$ cat config.mk
export PLATFORM = sky130hd
export DESIGN_NAME = fdi_fifo
export DESIGN_NICKNAME = d
export VERILOG_FILES = /design/src/rtl/fdi_pkg.sv /design/src/rtl/fdi_fifo.sv
export SDC_FILE = /design/constraint.sdc
export NUM_CORES = 1
export LEC_CHECK = 0
export ABC_AREA = 0
export ABC_CLOCK_PERIOD_IN_PS = 36500
export BUFFER_PORTS_ARGS = -buffer_cell sky130_fd_sc_hd__clkbuf_2
export CORE_ASPECT_RATIO = 1.1
export CORE_UTILIZATION = 59
export CTS_BUF_LIST = sky130_fd_sc_hd__clkbuf_2 sky130_fd_sc_hd__clkbuf_4 sky130_fd_sc_hd__clkbuf_8
export CTS_CLUSTER_DIAMETER = 200
export DETAILED_ROUTE_END_ITERATION = 16
export HOLD_SLACK_MARGIN = 0.03
export PLACE_DENSITY = 0.88
export SYNTH_ARGS = -nofsm -noshare
export SYNTH_HDL_FRONTEND = slang
export SYNTH_SLANG_ARGS = --single-unit
$ cat constraint.sdc
create_clock -name i_clk -period 36.5 [get_ports i_clk]
set_clock_uncertainty 0.1 [all_clocks]
set_input_delay 7.3 -clock i_clk [delete_from_list [all_inputs] [get_ports i_clk]]
set_output_delay 7.3 -clock i_clk [all_outputs]
set_load 0.005 [all_outputs]
$ cat src/rtl/fdi_pkg.sv
// Package for the finite difference / trapezoid integral block.
// Holds the job record that passes from the front to the back, status codes and helpers.
// No dependencies.
`default_nettype none

package fdi_pkg;

    localparam int DATA_W        = 32;
    localparam int FRAC_BITS_DEF = 16;
    localparam int IN_TDATA_W    = 64;
    localparam int OUT_TDATA_W   = 168;

    // Result status codes.
    localparam logic [1:0] ST_OK    = 2'd0;
    localparam logic [1:0] ST_ZERO  = 2'd1;
    localparam logic [1:0] ST_SHORT = 2'd2;
    localparam logic [1:0] ST_SAT   = 2'd3;

    // How a job relates to the run: a short run, the third sample, or later.
    typedef enum logic [1:0] {
        K_SHORT,
        K_FIRST,
        K_MID
    } t_kind;

    // One accepted sample together with the two samples before it.
    typedef struct packed {
        logic signed [DATA_W-1:0] xa;
        logic signed [DATA_W-1:0] ya;
        logic signed [DATA_W-1:0] xb;
        logic signed [DATA_W-1:0] yb;
        logic signed [DATA_W-1:0] xc;
        logic signed [DATA_W-1:0] yc;
        t_kind                    kind;
        logic                     last;
    } t_job;

    // Flags: bit 0 zero spacing, bit 1 saturated. Zero spacing wins.
    function automatic logic [1:0] status_code(input logic [1:0] flags);
        logic [1:0] st;
        if (flags[0]) begin
            st = ST_ZERO;
        end else if (flags[1]) begin
            st = ST_SAT;
        end else begin
            st = ST_OK;
        end
        return st;
    endfunction

endpackage

`default_nettype wire

$ cat src/rtl/fdi_fifo.sv
// Two-entry job queue between the front end and the back end.
// Depends on fdi_pkg.
`default_nettype none

module fdi_fifo
    import fdi_pkg::*;
(
    input  wire logic i_clk,
    input  wire logic i_rst_n,
    input  wire logic i_push,
    input  wire t_job i_job,
    input  wire logic i_pop,
    output t_job      o_job,
    output logic      o_full,
    output logic      o_empty
);

    t_job       r_mem [2];
    logic       r_wp, r_rp;
    logic [1:0] r_cnt;

    assign o_full  = (r_cnt == 2'd2);
    assign o_empty = (r_cnt == 2'd0);
    assign o_job   = r_mem[r_rp];

    // Entry storage.
    always_ff @(posedge i_clk) begin
        if (i_push) begin
            r_mem[r_wp] <= i_job;
        end
    end

    // Pointers and fill count.
    always_ff @(posedge i_clk) begin
        if (!i_rst_n) begin
            r_wp  <= 1'b0;
            r_rp  <= 1'b0;
            r_cnt <= 2'd0;
        end else begin
            if (i_push) begin
                r_wp <= !r_wp;
            end
            if (i_pop) begin
                r_rp <= !r_rp;
            end
            if (i_push && !i_pop) begin
                r_cnt <= r_cnt + 2'd1;
            end else if (i_pop && !i_push) begin
                r_cnt <= r_cnt - 2'd1;
            end
        end
    end

endmodule

`default_nettype wire

==> results_dict.tcl, run 1 <==
set metrics [dict create \
    outcome "finished, final reports clean" \
    drt-total-wl_mm 29.2 \
    period_needed_ns 10.82 \
    synth_fp_nets 829 \
    path_clk_slew_ns 0.06 \
    min_to "r_cnt[1]$_SDFFE_PN0P_" \
    die_x_um 154 \
    maxCapViolCount 0 \
    htreeDepth 2 \
    antenna_found_initial 5 \
    wl_per_cell_um 20.4 \
    path_max_fanout 52 \
    io_pins 396 \
    numCtsBuffers 58 \
    drt_first_pass_iters 4 \
    hold_depth 2 \
    viasPerCell 5.25 \
    start_util 0.605 \
    crit-reg2reg-launch "r_wp$_SDFFE_PN0P_" \
    cts_max_path_buffers 3 \
    critical_path_arrival_ns 3.42 \
    worst_setup_path_start_kind "flip-flop" \
    synthCells 629 \
    dp.cells 1318 \
    vdd_drop_max_v 0.0000440 \
    total_leakage_power_nw 7.33 \
    cp.required_ns 29.10 \
    p_per_area_mw_per_mm2 53.2 \
    p_total_mw 0.972 \
    dp_hpwl_mm 20.1 \
    synth_area_mm2 0.0149 \
    cts_resized 0 \
    synth_edf_count 390 \
    synth_cell_types 17 \
    relSlewSlack 0.268 \
    dieArea_mm2 0.0259 \
    finish.utilization 0.741 \
    setup_violations 0 \
    port_buffers 395 \
    fp.coreArea_mm2 0.0246 \
    drive_gt1_frac 0.616 \
    grt.total_usage 0.220 \
    route.detailed.drc 0 \
    grt_pass1_wl_mm 42.5 \
    tns_ns 0 \
    min_path_type "flip-flop to flip-flop" \
    synthFlopType "edfxtp_1" \
    yosysTopAreaCellShare 0.785 \
    ant_nets 0 \
    r2r_cells 2 \
    fp.dieH_um 169 \
    yosysWarnings 0 \
    syn-mean-instance-area_um2 23.7 \
    rows 60 \
    cp-end-kind "output port" \
    final_cells 1431 \
    path_class "flip-flop to output port" \
    rsz0062_at_grt "false" \
    syn_to_final_growth_pct 22.4 \
    routed-via-count 7508 \
    clock.fmax_mhz 92.4 \
    cts_tree "yes" \
    cts_hold_buf 0 \
    yosys.area.top_type "edfxtp_1" \
    grt_pass1_vias 7782 \
    clk-insertion-delay-late_ns 0.56 \
    post_cts_buffers 0 \
    fin_nets 1268 \
    grt_max_degree 172 \
    r2r-end "r_mem[1][61]$_DFFE_PP_" \
    synthArstFlopShare 0 \
    r2r_setup_slack_ns 33.96 \
    grt_overflow_total 0 \
    cts_root_buffer "clkbuf_8" \
    slew_violations 0 \
    synth-seq-cells 395 \
    drtIter0Drc 369 \
    post-route-period-util 0.297 \
    seq_area_frac_synth 0.792 \
    hp-start "r_cnt[1]$_SDFFE_PN0P_" \
    hold_viol 0 \
    tightestPinTransition_ns 1.10 \
    place.gp.congestion 0.812 \
    synth_area_leaders "edfxtp_1 (79%), mux2_4 (15%), mux2_2 (3.4%), buf_6 (1.4%), dfxtp_1 (0.67%)" \
    cts_num_sinks 395 \
]
-- stage by stage --
step | worst slack (ns) | hold slack, ns | instance area [µm²]
4_1_cts | 25.62 | 0.431 | 18200
2_1_floorplan | 19.87 | 0.373 | 14900
3_3_place_gp | 26.28 | 0.390 | 17100
6_report | 25.68 | 0.423 | 18300
3_5_place_dp | 26.23 | 0.422 | 17100
5_1_grt | 25.46 | 0.476 | 18300
-- critical path, stage by stage, from the launching register on --
cell,delay [ns]
dfxtp_4,0.71
buf_4,0.74
buf_4,0.83
mux2_2,0.41
clkbuf_2,0.11
-- layout by cell type, fill, tap and decap left out --
cell	netlist	layout
a21boi_0	1	1
and2_1	4	3
and2_4	0	1
buf_12	0	1
buf_4	0	5
bufinv_16	0	1
clkbuf_2	0	395
clkbuf_4	0	16
clkbuf_8	0	61
clkinv_1	0	20
clkinv_2	0	10
clkinvlp_4	0	1
dfxtp_1	5	4
dfxtp_4	0	1
diode_2	0	4
edfxtp_1	390	390
ha_1	1	1
inv_1	1	1
mux2_2	45	45
mux2_4	150	150
nor2_1	1	1
nor2b_1	3	2
nor2b_4	0	1
o21a_1	1	1
o21ai_0	1	1
or3_1	1	1
xnor2_1	1	1
xor2_1	2	2
-- routing by layer --
metal / vias to the layer above / part of all wire / GRT usage
li1: 3409 / - / -
met1: 3682 / 0.35 / 0.232
met2: 316 / 0.53 / 0.388
met3: 99 / 0.064 / 0.0581
met4: 2 / 0.056 / 0.146
met5: - / 0.00044 / 0
-- area by class of cell --
| class | count | area, µm² |
|---|---|---|
| sequential | 395 | 11800 |
| multi-input combinational | 211 | 2880 |
| clock inverter | 32 | 163 |
| inverter | 1 | 3.75 |
| antenna | 4 | 10.0 |
| clock buffer | 77 | 960 |
| tap | 310 | 388 |
| fill | 1420 | 6370 |
| timing repair buffer | 401 | 2030 |
-- cell families after synthesis --
family	Yosys count	synth area share
DFF	395	0.792
muxes	195	0.185
buffers and inverters	23	0.0152
and+or+nand+nor	9	0.00361
AOI/OAI and AO/OA	3	0.00134
xor gates and xnor gates	3	0.00176
adders and majority gates	1	0.000839
-- worst max-delay path by stage --
stage	slack, ns	startpoint	cells after the start	end
2_1_floorplan	19.87	i_push	2	r_wp$_SDFFE_PN0P_
3_3_place_gp	26.28	flip-flop	4	o_job[191]
3_5_place_dp	26.23	flip-flop	4	o_job[32]
4_1_cts	25.62	flip-flop	4	o_job[32]
5_1_grt	25.46	flip-flop	4	o_job[191]
6_report	25.68	flip-flop	4	o_job[32]
-- cells in the mapped netlist, drive strengths merged (2+ instances only) --
master	number
and2	4
buf	22
dfxtp	5
edfxtp	390
mux2	195
nor2b	3
xor2	2
-- state kept, by name, indices dropped and copies added (netlist names), named ones only --
| name | flops |
|---|---|
| r_rp | 1 |
| r_mem | 390 |
| r_wp | 1 |
| r_cnt | 2 |
-- where the power goes --
group / leakage [nW] / total (mW) / internal [mW] / switching (mW)
Combinational: 3.03 / 0.104 / 0.0565 / 0.0470
Sequential: 3.70 / 0.533 / 0.525 / 0.00822
Clock: 0.597 / 0.335 / 0.178 / 0.156
Total: 7.33 / 0.972 / 0.760 / 0.212
(Power assumes the default switching activity.)
==> inputs of run 2 (changes only) <==
--- a/config.mk
+++ b/config.mk
@@ -6,15 +6,15 @@
 export NUM_CORES = 1
 export LEC_CHECK = 0
 export ABC_AREA = 0
-export ABC_CLOCK_PERIOD_IN_PS = 36500
+export ABC_CLOCK_PERIOD_IN_PS = 10250
 export BUFFER_PORTS_ARGS = -buffer_cell sky130_fd_sc_hd__clkbuf_2
 export CORE_ASPECT_RATIO = 1.1
-export CORE_UTILIZATION = 59
+export CORE_UTILIZATION = 54
 export CTS_BUF_LIST = sky130_fd_sc_hd__clkbuf_2 sky130_fd_sc_hd__clkbuf_4 sky130_fd_sc_hd__clkbuf_8
 export CTS_CLUSTER_DIAMETER = 200
 export DETAILED_ROUTE_END_ITERATION = 16
 export HOLD_SLACK_MARGIN = 0.03
-export PLACE_DENSITY = 0.88
+export PLACE_DENSITY = 0.82
 export SYNTH_ARGS = -nofsm -noshare
 export SYNTH_HDL_FRONTEND = slang
 export SYNTH_SLANG_ARGS = --single-unit
==> constraint.sdc (replaced) <==
create_clock -name i_clk -period 10.25 [get_ports i_clk]
set_clock_uncertainty 0.1 [all_clocks]
set_input_delay 2.05 -clock i_clk [delete_from_list [all_inputs] [get_ports i_clk]]
set_output_delay 2.05 -clock i_clk [all_outputs]
set_load 0.005 [all_outputs]
==> results_dict.tcl, run 2 (synthesis gave the netlist of run 1 again) <==
set metrics [dict create \
    outcome "finished, final reports clean" \
    dieArea_mm2 0.0283 \
    wl_per_cell_um 20.0 \
    path_max_fanout 60 \
    mostFrequentLayoutCells "clkbuf_2 (395), edfxtp_1 (390), mux2_4 (150)" \
    cp-end-kind "output port" \
    htreeDepth 2 \
    cts_resized 0 \
    routed-via-count 7543 \
    finish.utilization 0.675 \
    slew_violations 0 \
    relSlewSlack 0.283 \
    dp_hpwl_mm 20.1 \
    reg.largest.list "r_mem (390), r_cnt (2)" \
    p_per_area_mw_per_mm2 187 \
    port_buffers 395 \
    largest_register_ffs 390 \
    cts_num_sinks 395 \
    rsz0062_at_grt "false" \
    grt_util_met1 0.213 \
    p_seq_frac 0.556 \
    cts_max_path_buffers 3 \
    tns_ns 0 \
    total_leakage_power_nw 7.30 \
    path_clk_slew_ns 0.06 \
    postPlaceCellArea_mm2 0.0172 \
    die_x_um 160 \
    drive_gt1_frac 0.614 \
    fp.dieH_um 176 \
    period_needed_ns 5.66 \
    cts_tree "yes" \
    maxCapViolCount 0 \
    regMostFlops "r_mem" \
    drtIter0Drc 394 \
    gr-usage-met3 0.0538 \
    syn_to_final_growth_pct 22.4 \
    post_cts_buffers 0 \
    r2r_setup_slack_ns 7.35 \
    p_sw_mw 0.749 \
    grt-busiest-layer "met2" \
    final_common_cell "clkbuf_2" \
    fin_nets 1270 \
    p_clk_frac 0.335 \
    antenna_found_initial 1 \
    grt_overflow_total 0 \
    worst_setup_path_start_kind "flip-flop" \
    rows 63 \
    met2_usage 0.361 \
    grt_pass1_wl_mm 42.6 \
    internal-power_mw 2.67 \
    path_class "flip-flop to output port" \
    post-route-period-util 0.552 \
    viasPerCell 5.12 \
    tightestPinTransition_ns 1.08 \
    cp.required_ns 8.10 \
    place_ws_ns 5.13 \
    cts_hold_buf 0 \
    route.detailed.drc 0 \
    pwr-share-comb 0.109 \
    p_total_mw 3.42 \
    start_util 0.551 \
    clk-insertion-delay-late_ns 0.56 \
    clock.fmax_mhz 177 \
    fp.coreArea_mm2 0.0270 \
    io_pins 396 \
    setup_violations 0 \
    setup_slack_ns 4.59 \
    ant_nets 0 \
    cts_root_buffer "clkbuf_8" \
    numCtsBuffers 58 \
    p_sw_frac 0.219 \
    vdd_drop_max_v 0.000196 \
    min_path_type "flip-flop to flip-flop" \
    critical_path_arrival_ns 3.51 \
    design_area_mm2 0.0183 \
    grt_max_degree 78 \
    drt-total-wl_mm 29.5 \
    hold_viol 0 \
    grt_pass1_vias 7946 \
    grt.total_usage 0.199 \
    place.gp.congestion 0.758 \
    drt_first_pass_iters 4 \
]
[run 2: cell count changes in the layout (fill, tap and decap cells not counted), sizes merged]
cell    change
clkbuf      -1
clkinv      -1
diode       -3
buf         +2
bufinv      -1
[run 2: per-layer routing]
layer / share of wire / up-vias
met3: 0.071 / 78
met5: 0 / -
met4: 0.042 / 0
li1: - / 3416
met2: 0.54 / 338
met1: 0.35 / 3711
[run 2: area by class of cell]
| type | count | area, µm² |
|---|---|---|
| Fill cell | 1759 | 8790 |
| Tap cell | 357 | 447 |
| Sequential cell | 395 | 11800 |
| Multi-Input combinational cell | 211 | 2880 |
| Timing Repair Buffer | 403 | 2040 |
| Clock buffer | 76 | 940 |
| Inverter | 1 | 3.75 |
| Antenna cell | 1 | 2.50 |
| Clock inverter | 30 | 125 |
[run 2: power groups by stage]
stage                     combinational [mW]  sequential [mW]  clock [mW]
after floorplan                        0.222             1.93           0
after global placement                 0.366             1.93           0
after detailed placement               0.374             1.93           0
after CTS                              0.376             1.90        1.17
after global routing                   0.395             1.90        1.24
final                                  0.371             1.90        1.14
[run 2: final timing paths]
kind	from	to	cells past startpoint
worst max-delay path	flip-flop	o_job[7]	4
worst min-delay path	r_cnt[1]$_SDFFE_PN0P_	r_cnt[1]$_SDFFE_PN0P_	2
worst max register to register	r_wp$_SDFFE_PN0P_	r_mem[0][27]$_DFFE_PP_	3
worst min register to register	r_cnt[1]$_SDFFE_PN0P_	r_cnt[1]$_SDFFE_PN0P_	2
[run 2: metrics by stage]
stage,hold WS (ns),cells
after global routing,0.486,1474
final,0.462,1474
after global placement,0.389,1367
after CTS,0.469,1473
after floorplan,0.373,629
after detailed placement,0.455,1367
[run 2: worst max-delay path, stage by stage (launching register included)]
cell	delay, ns
dfxtp_4	0.74
buf_4	0.68
buf_4	0.94
mux2_2	0.43
clkbuf_2	0.12
