`config.mk`:
```
export PLATFORM = sky130hd
export DESIGN_NAME = fdi_front
export DESIGN_NICKNAME = d
export VERILOG_FILES = /design/src/rtl/fdi_pkg.sv /design/src/rtl/fdi_front.sv
export SDC_FILE = /design/constraint.sdc
export NUM_CORES = 1
export LEC_CHECK = 0
export ABC_AREA = 1
export BUFFER_PORTS_ARGS = -buffer_cell sky130_fd_sc_hd__buf_2
export CAP_MARGIN = 15
export CORE_UTILIZATION = 25
export DETAILED_ROUTE_END_ITERATION = 8
export SETUP_SLACK_MARGIN = 0.05
export SLEW_MARGIN = 10
export SYNTH_ARGS = -nofsm -noshare
export SYNTH_HDL_FRONTEND = slang
export SYNTH_SLANG_ARGS = --single-unit
```
`constraint.sdc`:
```
create_clock -name i_clk -period 1.9 [get_ports i_clk]
set_input_delay 0 -clock i_clk [delete_from_list [all_inputs] [get_ports i_clk]]
set_output_delay 0 -clock i_clk [all_outputs]
set_load 0.005 [all_outputs]
```
`src/rtl/fdi_pkg.sv`:
```
// Package for the finite difference / trapezoid integral block.
// Holds the job record that passes from the front to the back, status codes and helpers.
// No dependencies.
`default_nettype none

package fdi_pkg;

    localparam int DATA_W        = 32;
    localparam int FRAC_BITS_DEF = 16;
    localparam int IN_TDATA_W    = 64;
    localparam int OUT_TDATA_W   = 168;

    // Result status codes.
    localparam logic [1:0] ST_OK    = 2'd0;
    localparam logic [1:0] ST_ZERO  = 2'd1;
    localparam logic [1:0] ST_SHORT = 2'd2;
    localparam logic [1:0] ST_SAT   = 2'd3;

    // How a job relates to the run: a short run, the third sample, or later.
    typedef enum logic [1:0] {
        K_SHORT,
        K_FIRST,
        K_MID
    } t_kind;

    // One accepted sample together with the two samples before it.
    typedef struct packed {
        logic signed [DATA_W-1:0] xa;
        logic signed [DATA_W-1:0] ya;
        logic signed [DATA_W-1:0] xb;
        logic signed [DATA_W-1:0] yb;
        logic signed [DATA_W-1:0] xc;
        logic signed [DATA_W-1:0] yc;
        t_kind                    kind;
        logic                     last;
    } t_job;

    // Flags: bit 0 zero spacing, bit 1 saturated. Zero spacing wins.
    function automatic logic [1:0] status_code(input logic [1:0] flags);
        logic [1:0] st;
        if (flags[0]) begin
            st = ST_ZERO;
        end else if (flags[1]) begin
            st = ST_SAT;
        end else begin
            st = ST_OK;
        end
        return st;
    endfunction

endpackage

`default_nettype wire

```
`src/rtl/fdi_front.sv`:
```
// Front end: accepts sample beats, keeps the two-sample window and classifies each sample.
// Depends on fdi_pkg.
`default_nettype none

module fdi_front
    import fdi_pkg::*;
(
    input  wire logic                     i_clk,
    input  wire logic                     i_rst_n,
    input  wire logic                     i_valid,
    output logic                          o_ready,
    input  wire logic signed [DATA_W-1:0] i_x,
    input  wire logic signed [DATA_W-1:0] i_y,
    input  wire logic                     i_last,
    input  wire logic                     i_full,
    output logic                          o_push,
    output t_job                          o_job
);

    logic signed [DATA_W-1:0] r_xw0, r_xw1, r_yw0, r_yw1;
    logic [1:0]               r_seen;
    logic                     accept;

    assign o_ready = !i_full;
    assign accept  = i_valid && !i_full;

    // Build the job from the window and the new sample.
    always_comb begin
        o_job.xa   = r_xw0;
        o_job.ya   = r_yw0;
        o_job.xb   = r_xw1;
        o_job.yb   = r_yw1;
        o_job.xc   = i_x;
        o_job.yc   = i_y;
        o_job.last = i_last;
        if (r_seen < 2'd2) begin
            o_job.kind = K_SHORT;
        end else if (r_seen == 2'd2) begin
            o_job.kind = K_FIRST;
        end else begin
            o_job.kind = K_MID;
        end
    end

    // A sample that only fills the window produces no job.
    assign o_push = accept && (r_seen >= 2'd2 || i_last);

    // Window and sample count.
    always_ff @(posedge i_clk) begin
        if (!i_rst_n) begin
            r_seen <= 2'd0;
            r_xw0  <= '0;
            r_xw1  <= '0;
            r_yw0  <= '0;
            r_yw1  <= '0;
        end else if (accept) begin
            if (i_last) begin
                r_seen <= 2'd0;
                r_xw0  <= '0;
                r_xw1  <= '0;
                r_yw0  <= '0;
                r_yw1  <= '0;
            end else if (r_seen == 2'd0) begin
                r_xw0  <= i_x;
                r_yw0  <= i_y;
                r_seen <= 2'd1;
            end else if (r_seen == 2'd1) begin
                r_xw1  <= i_x;
                r_yw1  <= i_y;
                r_seen <= 2'd2;
            end else begin
                r_xw0  <= r_xw1;
                r_yw0  <= r_yw1;
                r_xw1  <= i_x;
                r_yw1  <= i_y;
                r_seen <= 2'd3;
            end
        end
    end

endmodule

`default_nettype wire

```
==> results of run 1 <==
-- final cells by class --
cell class / instances / area, sq um
fill: 3061 / 18500
clock inverter: 9 / 105
timing repair buffer: 351 / 2200
inverter: 135 / 509
multi-input combinational: 721 / 3060
sequential: 130 / 2600
clock buffer: 23 / 478
antenna: 1 / 2.50
tap: 378 / 473
-- cell usage in the layout, fill, tap and decap left out --
cell type and count:
inv_1 131, clkbuf_1 3, bufinv_16 2, buf_2 265
a21oi_1 66, inv_2 3, nand2_4 1, dlygate4sd3_1 66
clkbuf_8 3, o21ai_0 2, nand2_2 3, clkinv_2 3
nor2_1 195, nor2_4 1, nand2_1 260, dfxtp_1 130
clkbuf_16 17, buf_4 15, buf_12 5, nand3_1 193
diode_2 1, inv_4 1, clkinvlp_4 4
-- path summary, 6_finish.rpt --
path                                               end  slack, ps  cells after the start
worst max register to register   r_xw0[5]$_SDFFE_PN0P_        460                      6
worst min-delay path            r_seen[1]$_SDFFE_PN0P_         80                      5
worst max-delay path             r_xw0[5]$_SDFFE_PN0P_        460                      6
worst min register to register   r_yw1[6]$_SDFFE_PN0P_        480                      2
-- stage by stage --
step                cells  total power (uW)  area (sq um)  utilization (%)  setup slack (ps)
CTS                  1747              7580          9420             33.7               418
detailed placement   1649              4140          8180             29.3               444
finish               1748              7460          9430             33.7               461
global placement     1649              4130          8180             29.3               493
floorplan            1134              3780          7150                -               773
global route         1748              7890          9430             33.7               292
-- power breakdown --
group	switching [uW]	leakage [uW]	total, uW	internal (uW)
Sequential	74.6	0.00106	2930	2860
Combinational	728	0.00362	1240	516
Clock	1260	0.000275	3290	2030
Total	2060	0.00496	7460	5400
-- cells by family (layout without fill, tap and decap cells) --
group / Yosys count / after routing / share of synthesized area, %
compound gates: 68 / 68 / 4.76
buf+inv: 283 / 518 / 21.1
flops: 130 / 130 / 36.4
other cells: 0 / 1 / 0
simple gates: 653 / 653 / 37.7
-- critical path, cell delays in order, from the launching register on --
cell and delay, ps:
dfxtp_1 370, nor2_4 150, buf_4 460, nand3_1 150, nand2_1 110, nor2_1 40
nor2_1 90
-- sequential cells by signal (all words and copies together), names as in the netlist --
register,count
r_xw0,32
r_xw1,32
r_yw0,32
r_yw1,32
r_seen,2
-- metal layers --
| metal | routed length (microns) | vias up | track usage (%) | share of wire, % |
|---|---|---|---|---|
| li1 | - | 3856 | - | - |
| met4 | 462 | 0 | 5.47 | 2.0 |
| met1 | 10100 | 3364 | 18.4 | 44 |
| met2 | 11200 | 187 | 27.4 | 49 |
| met3 | 1190 | 26 | 4.19 | 5.2 |
| met5 | 0 | - | 0 | 0 |
-- cells in the mapped netlist (all sizes together) --
| master | instances | area, sq um |
|---|---|---|
| nand2 | 264 | 993 |
| nor2 | 196 | 738 |
| nand3 | 193 | 966 |
| inv | 135 | 507 |
| dfxtp | 130 | 2600 |
| buf | 129 | 931 |
| a21oi | 66 | 330 |
| clkbuf | 19 | 71.3 |
| o21ai | 2 | 10.0 |
-- repair_timing --
item	in CTS	in global routing
hold buffers	66	0
buffers inserted	0	0
hold endpoints to repair	127	0
==> key figures, run 1 <==
Power
  • Worst IR Drop VDD: about 0.00046 V
  • Power per standard cell area: ~790 nW/um^2
  • Total leakage power: between 0.004 and 0.005 uW

Job
  • Max cap viols: 0

Global route
  • Initial antenna violation count: 1
  • Via count of the first global-routing pass: 6854
  • Overall Global Routing Usage: 15.7%
  • Pin count of the biggest net entering global routing: 79
  • Sum of overflow across all layers after global routing: 0
  • Global-route wire length before repair: around 36000 microns

Route
  • Routed via count divided by cell count: 4.25
  • Number of DRC violations after detailed-routing iteration 0: around 490
  • Final wirelength: between 20000 and 25000 microns
  • Remaining antenna violation count after routing: 0
  • Pre-antenna DRT Iters: 7
  • DRC violations left: 0
  • Drt wl/cell: around 13 microns
  • Vias post-DR: around 7400

STA
  • Slew at the pin closest to its max-slew limit: 537 ps
  • Fin crit period: roughly 1400 ps
  • Final TNS setup: 0 ps
  • Upper clock frequency limit: about 700 MHz
  • # setup viols final: 0
  • Skew final: 9.30 ps
  • Final Hold Slack: ~83 ps
  • Setup repair after global routing missed its margin: false
  • Hold Violations, Final: 0
  • Slew Limit Fails: 0
  • Tcrit/Tclk final: between 70% and 80%
  • Slew margin rel.: between 60% and 70%

Run status
  • Status: finished, final reports clean

Logic synthesis
  • Net count after synthesis: between 1000 and 1500
  • Cells after Synth: about 1100
  • Distinct cell type count after synthesis: 15
  • Post-synthesis instance area: between 7000 and 8000 sq um
  • Register area share after synthesis: between 30% and 40%
  • Seq cells post-synth: 130
  • Average footprint of a synthesized cell: approximately 6.3 sq um
  • Count of warnings emitted by yosys: 0

Final layout
  • Final-stage net count: between 1000 and 1500
  • Layout overhead on the synthesized area: 31.8%
  • Share of layout cells above drive strength 1: a little under a quarter

Clocking
  • Clock input transition at the sequential cells of the worst setup and hold paths: about 60 ps
  • Deepest level of the CTS H-tree: 4
  • CTS tree: done
  • Maximum buffer depth of the clock tree: 2
  • Clock Root Buffer: clkbuf_16
  • Worst skew pair latency: 410 ps
  • Sink count of the clock tree: between 100 and 150
  • CTS resizes: 0
  • Number of buffers created by CTS: 17

Critical path
  • Origin of the critical flop-to-flop path: r_seen[1]$_SDFFE_PN0P_
  • Data required time at the worst endpoint: approximately 2300 ps
  • Kind of critical path: reg -> reg
  • Source of the critical timing path: r_seen[1]$_SDFFE_PN0P_
  • Critical path fanouts, max: between 40 and 50
  • Kind of launch point of the worst setup path: flop
  • Arrival time at the worst endpoint: between 1500 and 2000 ps
  • Nature of the critical path endpoint: flop

Place
  • Port Buffer Count: ~270
  • Post-detail-place hpwl: roughly 15000 microns
  • RD Place Congestion: about 0.75

Floorplanning
  • Starting density of the core: 25.6%
  • Row cnt: 61
  • Total Die Area: roughly 29000 sq um
  • Core region area: approximately 28000 sq um
  • Ports: 266
  • Die Y: about 170 microns
  • Die extent in x: roughly 170 microns

Hold path
  • Class of the worst hold path: in -> reg
  • Critical hold path startpoint: i_full
Note: power is estimated with default switching activity, not from simulation.
==> run 2, diff against run 1 <==
==> constraint.sdc (replaced) <==
create_clock -name i_clk -period 1.4 [get_ports i_clk]
set_input_delay 0 -clock i_clk [delete_from_list [all_inputs] [get_ports i_clk]]
set_output_delay 0 -clock i_clk [all_outputs]
set_load 0.005 [all_outputs]
==> run 2 against run 1 <==
Via count up 2.9%; sequential share of layout area down 1.3 points; wire length up 13%; hold slack worse by 28 ps; utilization up 1.7 points; non-clock buffer count up 11.
==> key figures, run 2 (synthesized netlist as in run 1, its figures left out) <==
Floorplanning
  • Row cnt: 61 (unchanged)
  • Die extent in x: 171 microns (unchanged)
  • Total Die Area: 29300 sq um (unchanged)
  • Starting density of the core: 25.6% (unchanged)
  • Core region area: 27900 sq um (unchanged)
  • Ports: 266 (unchanged)
  • Die Y: 171 microns (unchanged)

STA
  • Skew final: 12.9 ps (+3.62 ps)
  • Slew at the pin closest to its max-slew limit: 509 ps (-28.0 ps)
  • Hold Violations, Final: 0 (unchanged)
  • Setup repair after global routing missed its margin: true
  • Final TNS setup: 0 ps (unchanged)
  • Final Hold Slack: 55.1 ps (-28.0 ps)
  • Fin crit period: 1290 ps (-150 ps)
  • Slew margin rel.: 66.1% (+1.9 points)
  • Slew Limit Fails: 0 (unchanged)
  • Upper clock frequency limit: 776 MHz (+12%)
  • Tcrit/Tclk final: 92.1% (+16 points)
  • # setup viols final: 0 (unchanged)

Global route
  • Pin count of the biggest net entering global routing: 71 (-10%)
  • Overall Global Routing Usage: 16.1% (+0.38 points)
  • Sum of overflow across all layers after global routing: 0 (unchanged)
  • Via count of the first global-routing pass: 6942 (+1.3%)
  • Initial antenna violation count: 0 (-1)
  • Global-route wire length before repair: 36400 microns (+0.84%)

Place
  • RD Place Congestion: 0.764 (+2.4%)
  • Post-detail-place hpwl: 14700 microns (+0.26%)
  • Cell area after placement: 8280 sq um (+1.3%)
  • Port Buffer Count: 265 (unchanged)
  • # placed instances: 1651 (+0.12%)

Final layout
  • Number of inserted diodes: 0 (-1)
  • Most common cell after layout, fill and taps aside: buf_2
  • Number of inserted filler cells in the final layout: 3033 (-0.91%)
  • Post-layout instance area: 9910 sq um (+5.1%)
  • Most used cells in the layout excluding fill and tap cells: buf_2, nand2_1, nor2_1, nand3_1, inv_1
  • Final-stage net count: 1437 (+0.84%)
  • Seq. cell area: 2610 sq um (about the same)
  • Final standard cell utilization of the core: 35.5% (+1.7 points)
  • Footprint of the multi-input gates: 3100 sq um (+1.5%)
  • Filler-free cell count of the finished design: 1759 (+0.63%)
  • Share of layout cells above drive strength 1: 24.8% (+1.2 points)
  • Layout overhead on the synthesized area: 38.6%

Critical path
  • Longest individual stage delay on the worst path: 350 ps (-110 ps)
  • Reg2reg setup slack: 110 ps (-350 ps)
  • Kind of launch point of the worst setup path: flop
  • Reg2Reg Capture Point: r_yw1[1]$_SDFFE_PN0P_
  • Cells along the critical path: nor2_4, nand2_4, nand2_8, clkbuf_16, nand2_1, a21oi_1
  • Worst Reg2Reg Path Length in Cells: 6 (unchanged)
  • Nature of the critical path endpoint: flop
  • Critical path fanouts, max: 16 (-64%)
  • CP max-delay cell: dfxtp_2
  • Arrival time at the worst endpoint: 1620 ps (-170 ps)
  • Source of the critical timing path: r_seen[1]$_SDFFE_PN0P_
  • Kind of critical path: reg -> reg
  • Origin of the critical flop-to-flop path: r_seen[1]$_SDFFE_PN0P_
  • Data required time at the worst endpoint: 1730 ps (-520 ps)
  • Buf+Inv Stages, Crit Path: 1 (unchanged)
  • Category of cells accounting for the largest share of critical-path delay: simple AND/OR/NAND/NOR gates

Route
  • Vias post-DR: 7650 (+2.9%)
  • DRC violations left: 0 (unchanged)
  • Remaining antenna violation count after routing: 0 (unchanged)
  • Routed via count divided by cell count: 4.35 (+2.3%)
  • Final wirelength: 25900 microns (+13%)
  • Pre-antenna DRT Iters: 5 (-2)
  • Drt wl/cell: 14.7 microns (+12%)
  • Number of DRC violations after detailed-routing iteration 0: 511 (+3.7%)

Clocking
  • Number of buffers created by CTS: 17 (unchanged)
  • CTS tree: done
  • Deepest level of the CTS H-tree: 4 (unchanged)
  • Clock Root Buffer: clkbuf_16
  • Sink count of the clock tree: 130 (unchanged)
  • Worst skew pair latency: 420 ps (about the same)
  • Maximum buffer depth of the clock tree: 2 (unchanged)
  • Clock input transition at the sequential cells of the worst setup and hold paths: 60 ps (about the same)

Hold path
  • Worst min-delay path endpoint: r_seen[1]$_SDFFE_PN0P_
  • Number of cells traversed by the worst hold path: 5 (unchanged)
  • Critical hold path startpoint: i_full
  • Class of the worst hold path: in -> reg

Power
  • Total leakage power: 0.00518 uW (+4.6%)
  • Power per standard cell area: 1120 nW/um^2 (+41%)
  • Worst IR Drop VDD: 0.000600 V (+31%)

Run status
  • Status: finished, final reports clean

Job
  • Max cap viols: 0 (unchanged)
[run 2: cell types whose count changed in the layout (fill, tap and decap cells not counted), moves of 3 or more]
cell / change
buf_6: +3
bufinv_16: +4
clkinv_4: +4
buf_4: -9
clkbuf_16: +7
buf_8: +3
buf_12: +5
clkinvlp_4: -3
[run 2: area by class of cell]
cell class              instances  share of cell area, %
multi-input cells             722                   31.3
flip-flops and latches        130                   26.3
repair buffers                362                   25.6
inverters                     135                   5.16
well taps                     378                   4.77
clock buffers                  19                   4.47
clock inverters                13                   2.35
[run 2: where the power goes]
group / switching (uW) / internal, uW
clock network: 1780 / 3400
logic: 1090 / 811
registers: 98.0 / 3870
total: 2970 / 8080
[run 2: worst max-delay path by stage]
stage,endpoint,cells past startpoint
final,r_yw1[1]$_SDFFE_PN0P_,6
after global routing,r_xw1[8]$_SDFFE_PN0P_,6
after CTS,r_xw0[0]$_SDFFE_PN0P_,7
after detailed placement,r_xw0[0]$_SDFFE_PN0P_,7
after global placement,r_yw0[9]$_SDFFE_PN0P_,6
after floorplan,r_xw0[29]$_SDFFE_PN0P_,7
[run 2: layer usage]
metal  global-route usage, %  share of wire (%)  up-vias
met5                       0                  0        -
met4                    6.13                2.0        0
met3                    3.12                5.1       28
met2                    28.7                 51      255
met1                    18.8                 42     3477
li1                        -                  -     3890
[run 2: what timing repair did]
| item | CTS | global route |
|---|---|---|
| resized for setup | 3 | 17 |
| setup endpoints to repair | 16 | 110 |
| buffers inserted | 0 | 0 |
| endpoints found under the hold margin | 129 | 0 |
| hold buffers | 66 | 0 |
| cloned | 0 | 10 |
| pin swaps | 0 | 4 |
[run 2: worst reg2reg max path, delay by kind of cell, from the launching register on]
kind	cells	cell delay [ps]
AND/OR/NAND/NOR	4	520
AO/OA/AOI/OAI	1	120
buffers and inverters	1	200
flip-flops	1	350
[run 2: per-stage QoR]
step | total power (uW) | worst slack, ps
floorplan | 5130 | 273
global placement | 5660 | 65.7
detailed placement | 5680 | 38.7
CTS | 11100 | 31.2
global route | 11600 | 31.3
finish | 11000 | 111
==> run 3, diff against run 2 <==
--- a/config.mk
+++ b/config.mk
@@ -5,7 +5,7 @@
 export SDC_FILE = /design/constraint.sdc
 export NUM_CORES = 1
 export LEC_CHECK = 0
-export ABC_AREA = 1
+export ABC_AREA = 0
 export BUFFER_PORTS_ARGS = -buffer_cell sky130_fd_sc_hd__buf_2
 export CAP_MARGIN = 15
 export CORE_UTILIZATION = 25
==> run 3 against run 2 <==
Sequential power fell by 4%; sequential share of layout area up 6.0 points; combinational power shrank 44%; synthesized cell count decreased by 61%; area after synthesis is 30% lower; hold slack gained 59 ps; fmax is 7.7% lower; setup slack lost 110 ps; non-clock buffer count rose by 14; die area shrank 29%; global-route usage shrank 1.1 points; final cell count is 42% lower.
==> key figures, run 3 <==
Logic synthesis
  • Net count after synthesis: 516 (-57%)
  • Xor/xnor share of the synthesized area: 0% (unchanged)
  • Largest family of logic cells by synthesized area: compound AO/OA/AOI/OAI gates
  • Count of warnings emitted by yosys: 0 (unchanged)
  • Count of flip-flops with a built-in enable after synthesis: 0 (unchanged)
  • Distinct cell type count after synthesis: 24 (+9)
  • Post-synthesis share of cell area spent on and, or, nand and nor gates: 1.44% (-36 points)
  • Adder and majority gate portion of the synthesized area: 0% (unchanged)
  • Compound-gate portion of the synthesized area: 32.9% (+28 points)
  • Synth top cells by count: dfxtp_1, buf_4, a22o_1, a22oi_1, o2bb2ai_1
  • Multiplexer share of the synthesized area: 0% (unchanged)
  • Area share of the leading cell type in the synthesized netlist: 51.7% (+15 points)
  • Top cells by area, synth: dfxtp_1, a22o_1, o2bb2ai_1
  • Average footprint of a synthesized cell: 11.3 sq um (+79%)
  • Most frequent cell after synthesis: dfxtp_1
  • Post-synthesis instance area: 5040 sq um (-30%)
  • Top_reg_cell synth: dfxtp_1
  • Share of async-settable or async-resettable flops after synthesis: 0% (unchanged)
  • Register area share after synthesis: 51.7% (+15 points)
  • Leading area contributor after synthesis: dfxtp_1
  • Seq cells post-synth: 130 (unchanged)
  • Cells after Synth: 447 (-61%)

Critical path
  • Arrival time at the worst endpoint: 1750 ps (+130 ps)
  • Kind of critical path: reg -> reg
  • Source of the critical timing path: r_seen[0]$_SDFFE_PN0P_
  • Critical path fanouts, max: 42 (+26)
  • Nature of the critical path endpoint: flop
  • Reg2Reg Capture Point: r_xw1[20]$_SDFFE_PN0P_
  • Worst Reg2Reg Path Length in Cells: 4 (-2)
  • Data required time at the worst endpoint: 1750 ps (+20 ps)
  • Reg2reg setup slack: 4 ps (-110 ps)
  • Origin of the critical flop-to-flop path: r_seen[0]$_SDFFE_PN0P_
  • Last element of the critical path: r_xw1[20]$_SDFFE_PN0P_
  • Kind of launch point of the worst setup path: flop

Global route
  • Overall Global Routing Usage: 15.0% (-1.1 points)
  • Global-route wire length before repair: 23500 microns (-35%)
  • Pin count of the biggest net entering global routing: 65 (-8.5%)
  • Sum of overflow across all layers after global routing: 0 (unchanged)
  • Initial antenna violation count: 0 (unchanged)
  • Via count of the first global-routing pass: 4402 (-37%)

STA
  • Skew final: 5.63 ps (-7.29 ps)
  • Slew at the pin closest to its max-slew limit: 395 ps (-114 ps)
  • Post-layout worst setup margin: 3.52 ps (-108 ps)
  • Hold Violations, Final: 0 (unchanged)
  • Setup repair after global routing missed its margin: true
  • Upper clock frequency limit: 716 MHz (-7.7%)
  • Slew margin rel.: 73.7% (+7.6 points)
  • # setup viols final: 0 (unchanged)
  • Fin crit period: 1400 ps (+108 ps)
  • Final TNS setup: 0 ps (unchanged)
  • Slew Limit Fails: 0 (unchanged)
  • Tcrit/Tclk final: 99.7% (+7.7 points)

Route
  • Routed via count divided by cell count: 4.69 (+7.9%)
  • DRC violations left: 0 (unchanged)
  • Pre-antenna DRT Iters: 4 (-1)
  • Remaining antenna violation count after routing: 0 (unchanged)
  • Final wirelength: 17200 microns (-33%)
  • Number of DRC violations after detailed-routing iteration 0: 188 (-63%)
  • Vias post-DR: 4760 (-38%)
  • Drt wl/cell: 17.0 microns (+15%)

Final layout
  • Final-stage net count: 805 (-44%)
  • Most used cells in the layout excluding fill and tap cells: buf_2, dfxtp_1, dlygate4sd3_1, a22o_1, a22oi_1
  • Most common cell after layout, fill and taps aside: buf_2
  • Seq. cell area: 2610 sq um (about the same)
  • Layout overhead on the synthesized area: 60.1%
  • Share of layout cells above drive strength 1: 49.0% (+24 points)
  • Number of inserted filler cells in the final layout: 1882 (-38%)
  • Footprint of the multi-input gates: 1910 sq um (-38%)
  • Number of inserted diodes: 0 (unchanged)
  • Post-layout instance area: 8070 sq um (-19%)

Clocking
  • Deepest level of the CTS H-tree: 4 (unchanged)
  • Clock input transition at the sequential cells of the worst setup and hold paths: 60 ps (about the same)
  • Number of buffers created by CTS: 17 (unchanged)
  • Clock Root Buffer: clkbuf_16
  • Maximum buffer depth of the clock tree: 2 (unchanged)
  • CTS tree: done
  • Sink count of the clock tree: 130 (unchanged)
  • Worst skew pair latency: 410 ps (about the same)

Power
  • Worst IR Drop VDD: 0.000711 V (+19%)
  • Power per standard cell area: 1150 nW/um^2 (+3.0%)
  • Total leakage power: 0.00380 uW (-27%)

Floorplanning
  • Ports: 266 (unchanged)
  • Core region area: 19600 sq um (-30%)
  • Row cnt: 51 (-16%)
  • Total Die Area: 20700 sq um (-29%)
  • Die Y: 144 microns (-16%)
  • Starting density of the core: 25.7% (+0.13 points)
  • Die extent in x: 144 microns (-16%)

Place
  • Post-detail-place hpwl: 9610 microns (-34%)
  • RD Place Congestion: 0.699 (-8.6%)
  • Cell area after placement: 6260 sq um (-24%)
  • Port Buffer Count: 265 (unchanged)
  • Placement Setup Slack: 16.2 ps (-22.5 ps)

Run status
  • Status: finished, final reports clean

Hold path
  • Class of the worst hold path: in -> reg

Job
  • Max cap viols: 0 (unchanged)
## run 3: cell count changes after synthesis, sizes merged, moves of 2 or more
| cell | before | now |
|---|---|---|
| o21ai | 2 | 0 |
| nand3 | 193 | 0 |
| nand2 | 264 | 1 |
| inv | 135 | 2 |
| nor2 | 196 | 2 |
| a21oi | 66 | 3 |
| a22oi | 0 | 64 |
| nor2b | 0 | 2 |
| o2bb2ai | 0 | 64 |
| buf | 129 | 86 |
| a22o | 0 | 64 |
| nand2b | 0 | 2 |
## run 3: logic make-up (layout without fill, tap and decap cells)
family | count (synthesis) | in the layout
and+or+nand+nor | 11 | 11
AOI/OAI and AO/OA | 198 | 198
DFF | 130 | 130
buffers and inverters | 108 | 410
## run 3: worst min-delay path by stage
stage / startpoint / cells past startpoint / slack, ps / end
after floorplan: i_full / 1 / 30 / o_ready
after global placement: i_x[27] / 2 / 200 / o_job[62]
after detailed placement: i_x[27] / 2 / 200 / o_job[62]
after CTS: i_full / 5 / 90 / r_seen[0]$_SDFFE_PN0P_
after global routing: i_full / 5 / 100 / r_seen[0]$_SDFFE_PN0P_
final: i_full / 5 / 110 / r_seen[0]$_SDFFE_PN0P_
## run 3: power breakdown
part / switching [uW] / internal [uW] / leakage, uW
Combinational: 507 / 560 / 0.00247
Clock: 1630 / 2750 / 0.000275
Sequential: 43.4 / 3770 / 0.00105
Total: 2180 / 7090 / 0.00380
## run 3: per-stage QoR
stage | std cells | hold WS (ps) | total power (uW) | utilization, %
6_report | 1014 | 115 | 9260 | 41.2
5_1_grt | 1014 | 103 | 9690 | 41.2
4_1_cts | 992 | 88.5 | 9220 | 38.7
3_5_place_dp | 891 | 200 | 4640 | 31.9
3_3_place_gp | 891 | 201 | 4640 | 31.9
2_1_floorplan | 447 | 26.5 | 4340 | -
## run 3: layer usage
| layer | GRT usage (%) | part of all wire, % | up-vias |
|---|---|---|---|
| met4 | 5.32 | 1.2 | 0 |
| met2 | 25.5 | 49 | 204 |
| met5 | 0 | 0 | - |
| li1 | - | - | 2256 |
| met3 | 4.87 | 6.2 | 16 |
| met1 | 17.5 | 43 | 2284 |
## run 3: what timing repair did
item / 4_1_cts / 5_1_grt
endpoints found under the hold margin: 130 / 0
buffers inserted: 2 / 14
hold buffers: 66 / 0
pin swaps: 8 / 7
setup endpoints to repair: 62 / 109
gates cloned: 1 / 8
gates resized for setup: 8 / 36
## run 3: layout make-up
cell class                      instances  share of cell area, %
Multi-Input combinational cell        209                   23.7
Tap cell                              265                   4.11
Inverter                                2                 0.0931
Sequential cell                       130                   32.3
Timing Repair Buffer                  376                   32.5
Clock buffer                           23                   5.93
Clock inverter                          9                   1.30
## run 3: worst max-delay path, cell delays in order (launching register included)
cell	delay (ps)
dfxtp_2	330
or3_4	370
a21oi_4	180
buf_12	250
a22o_1	170
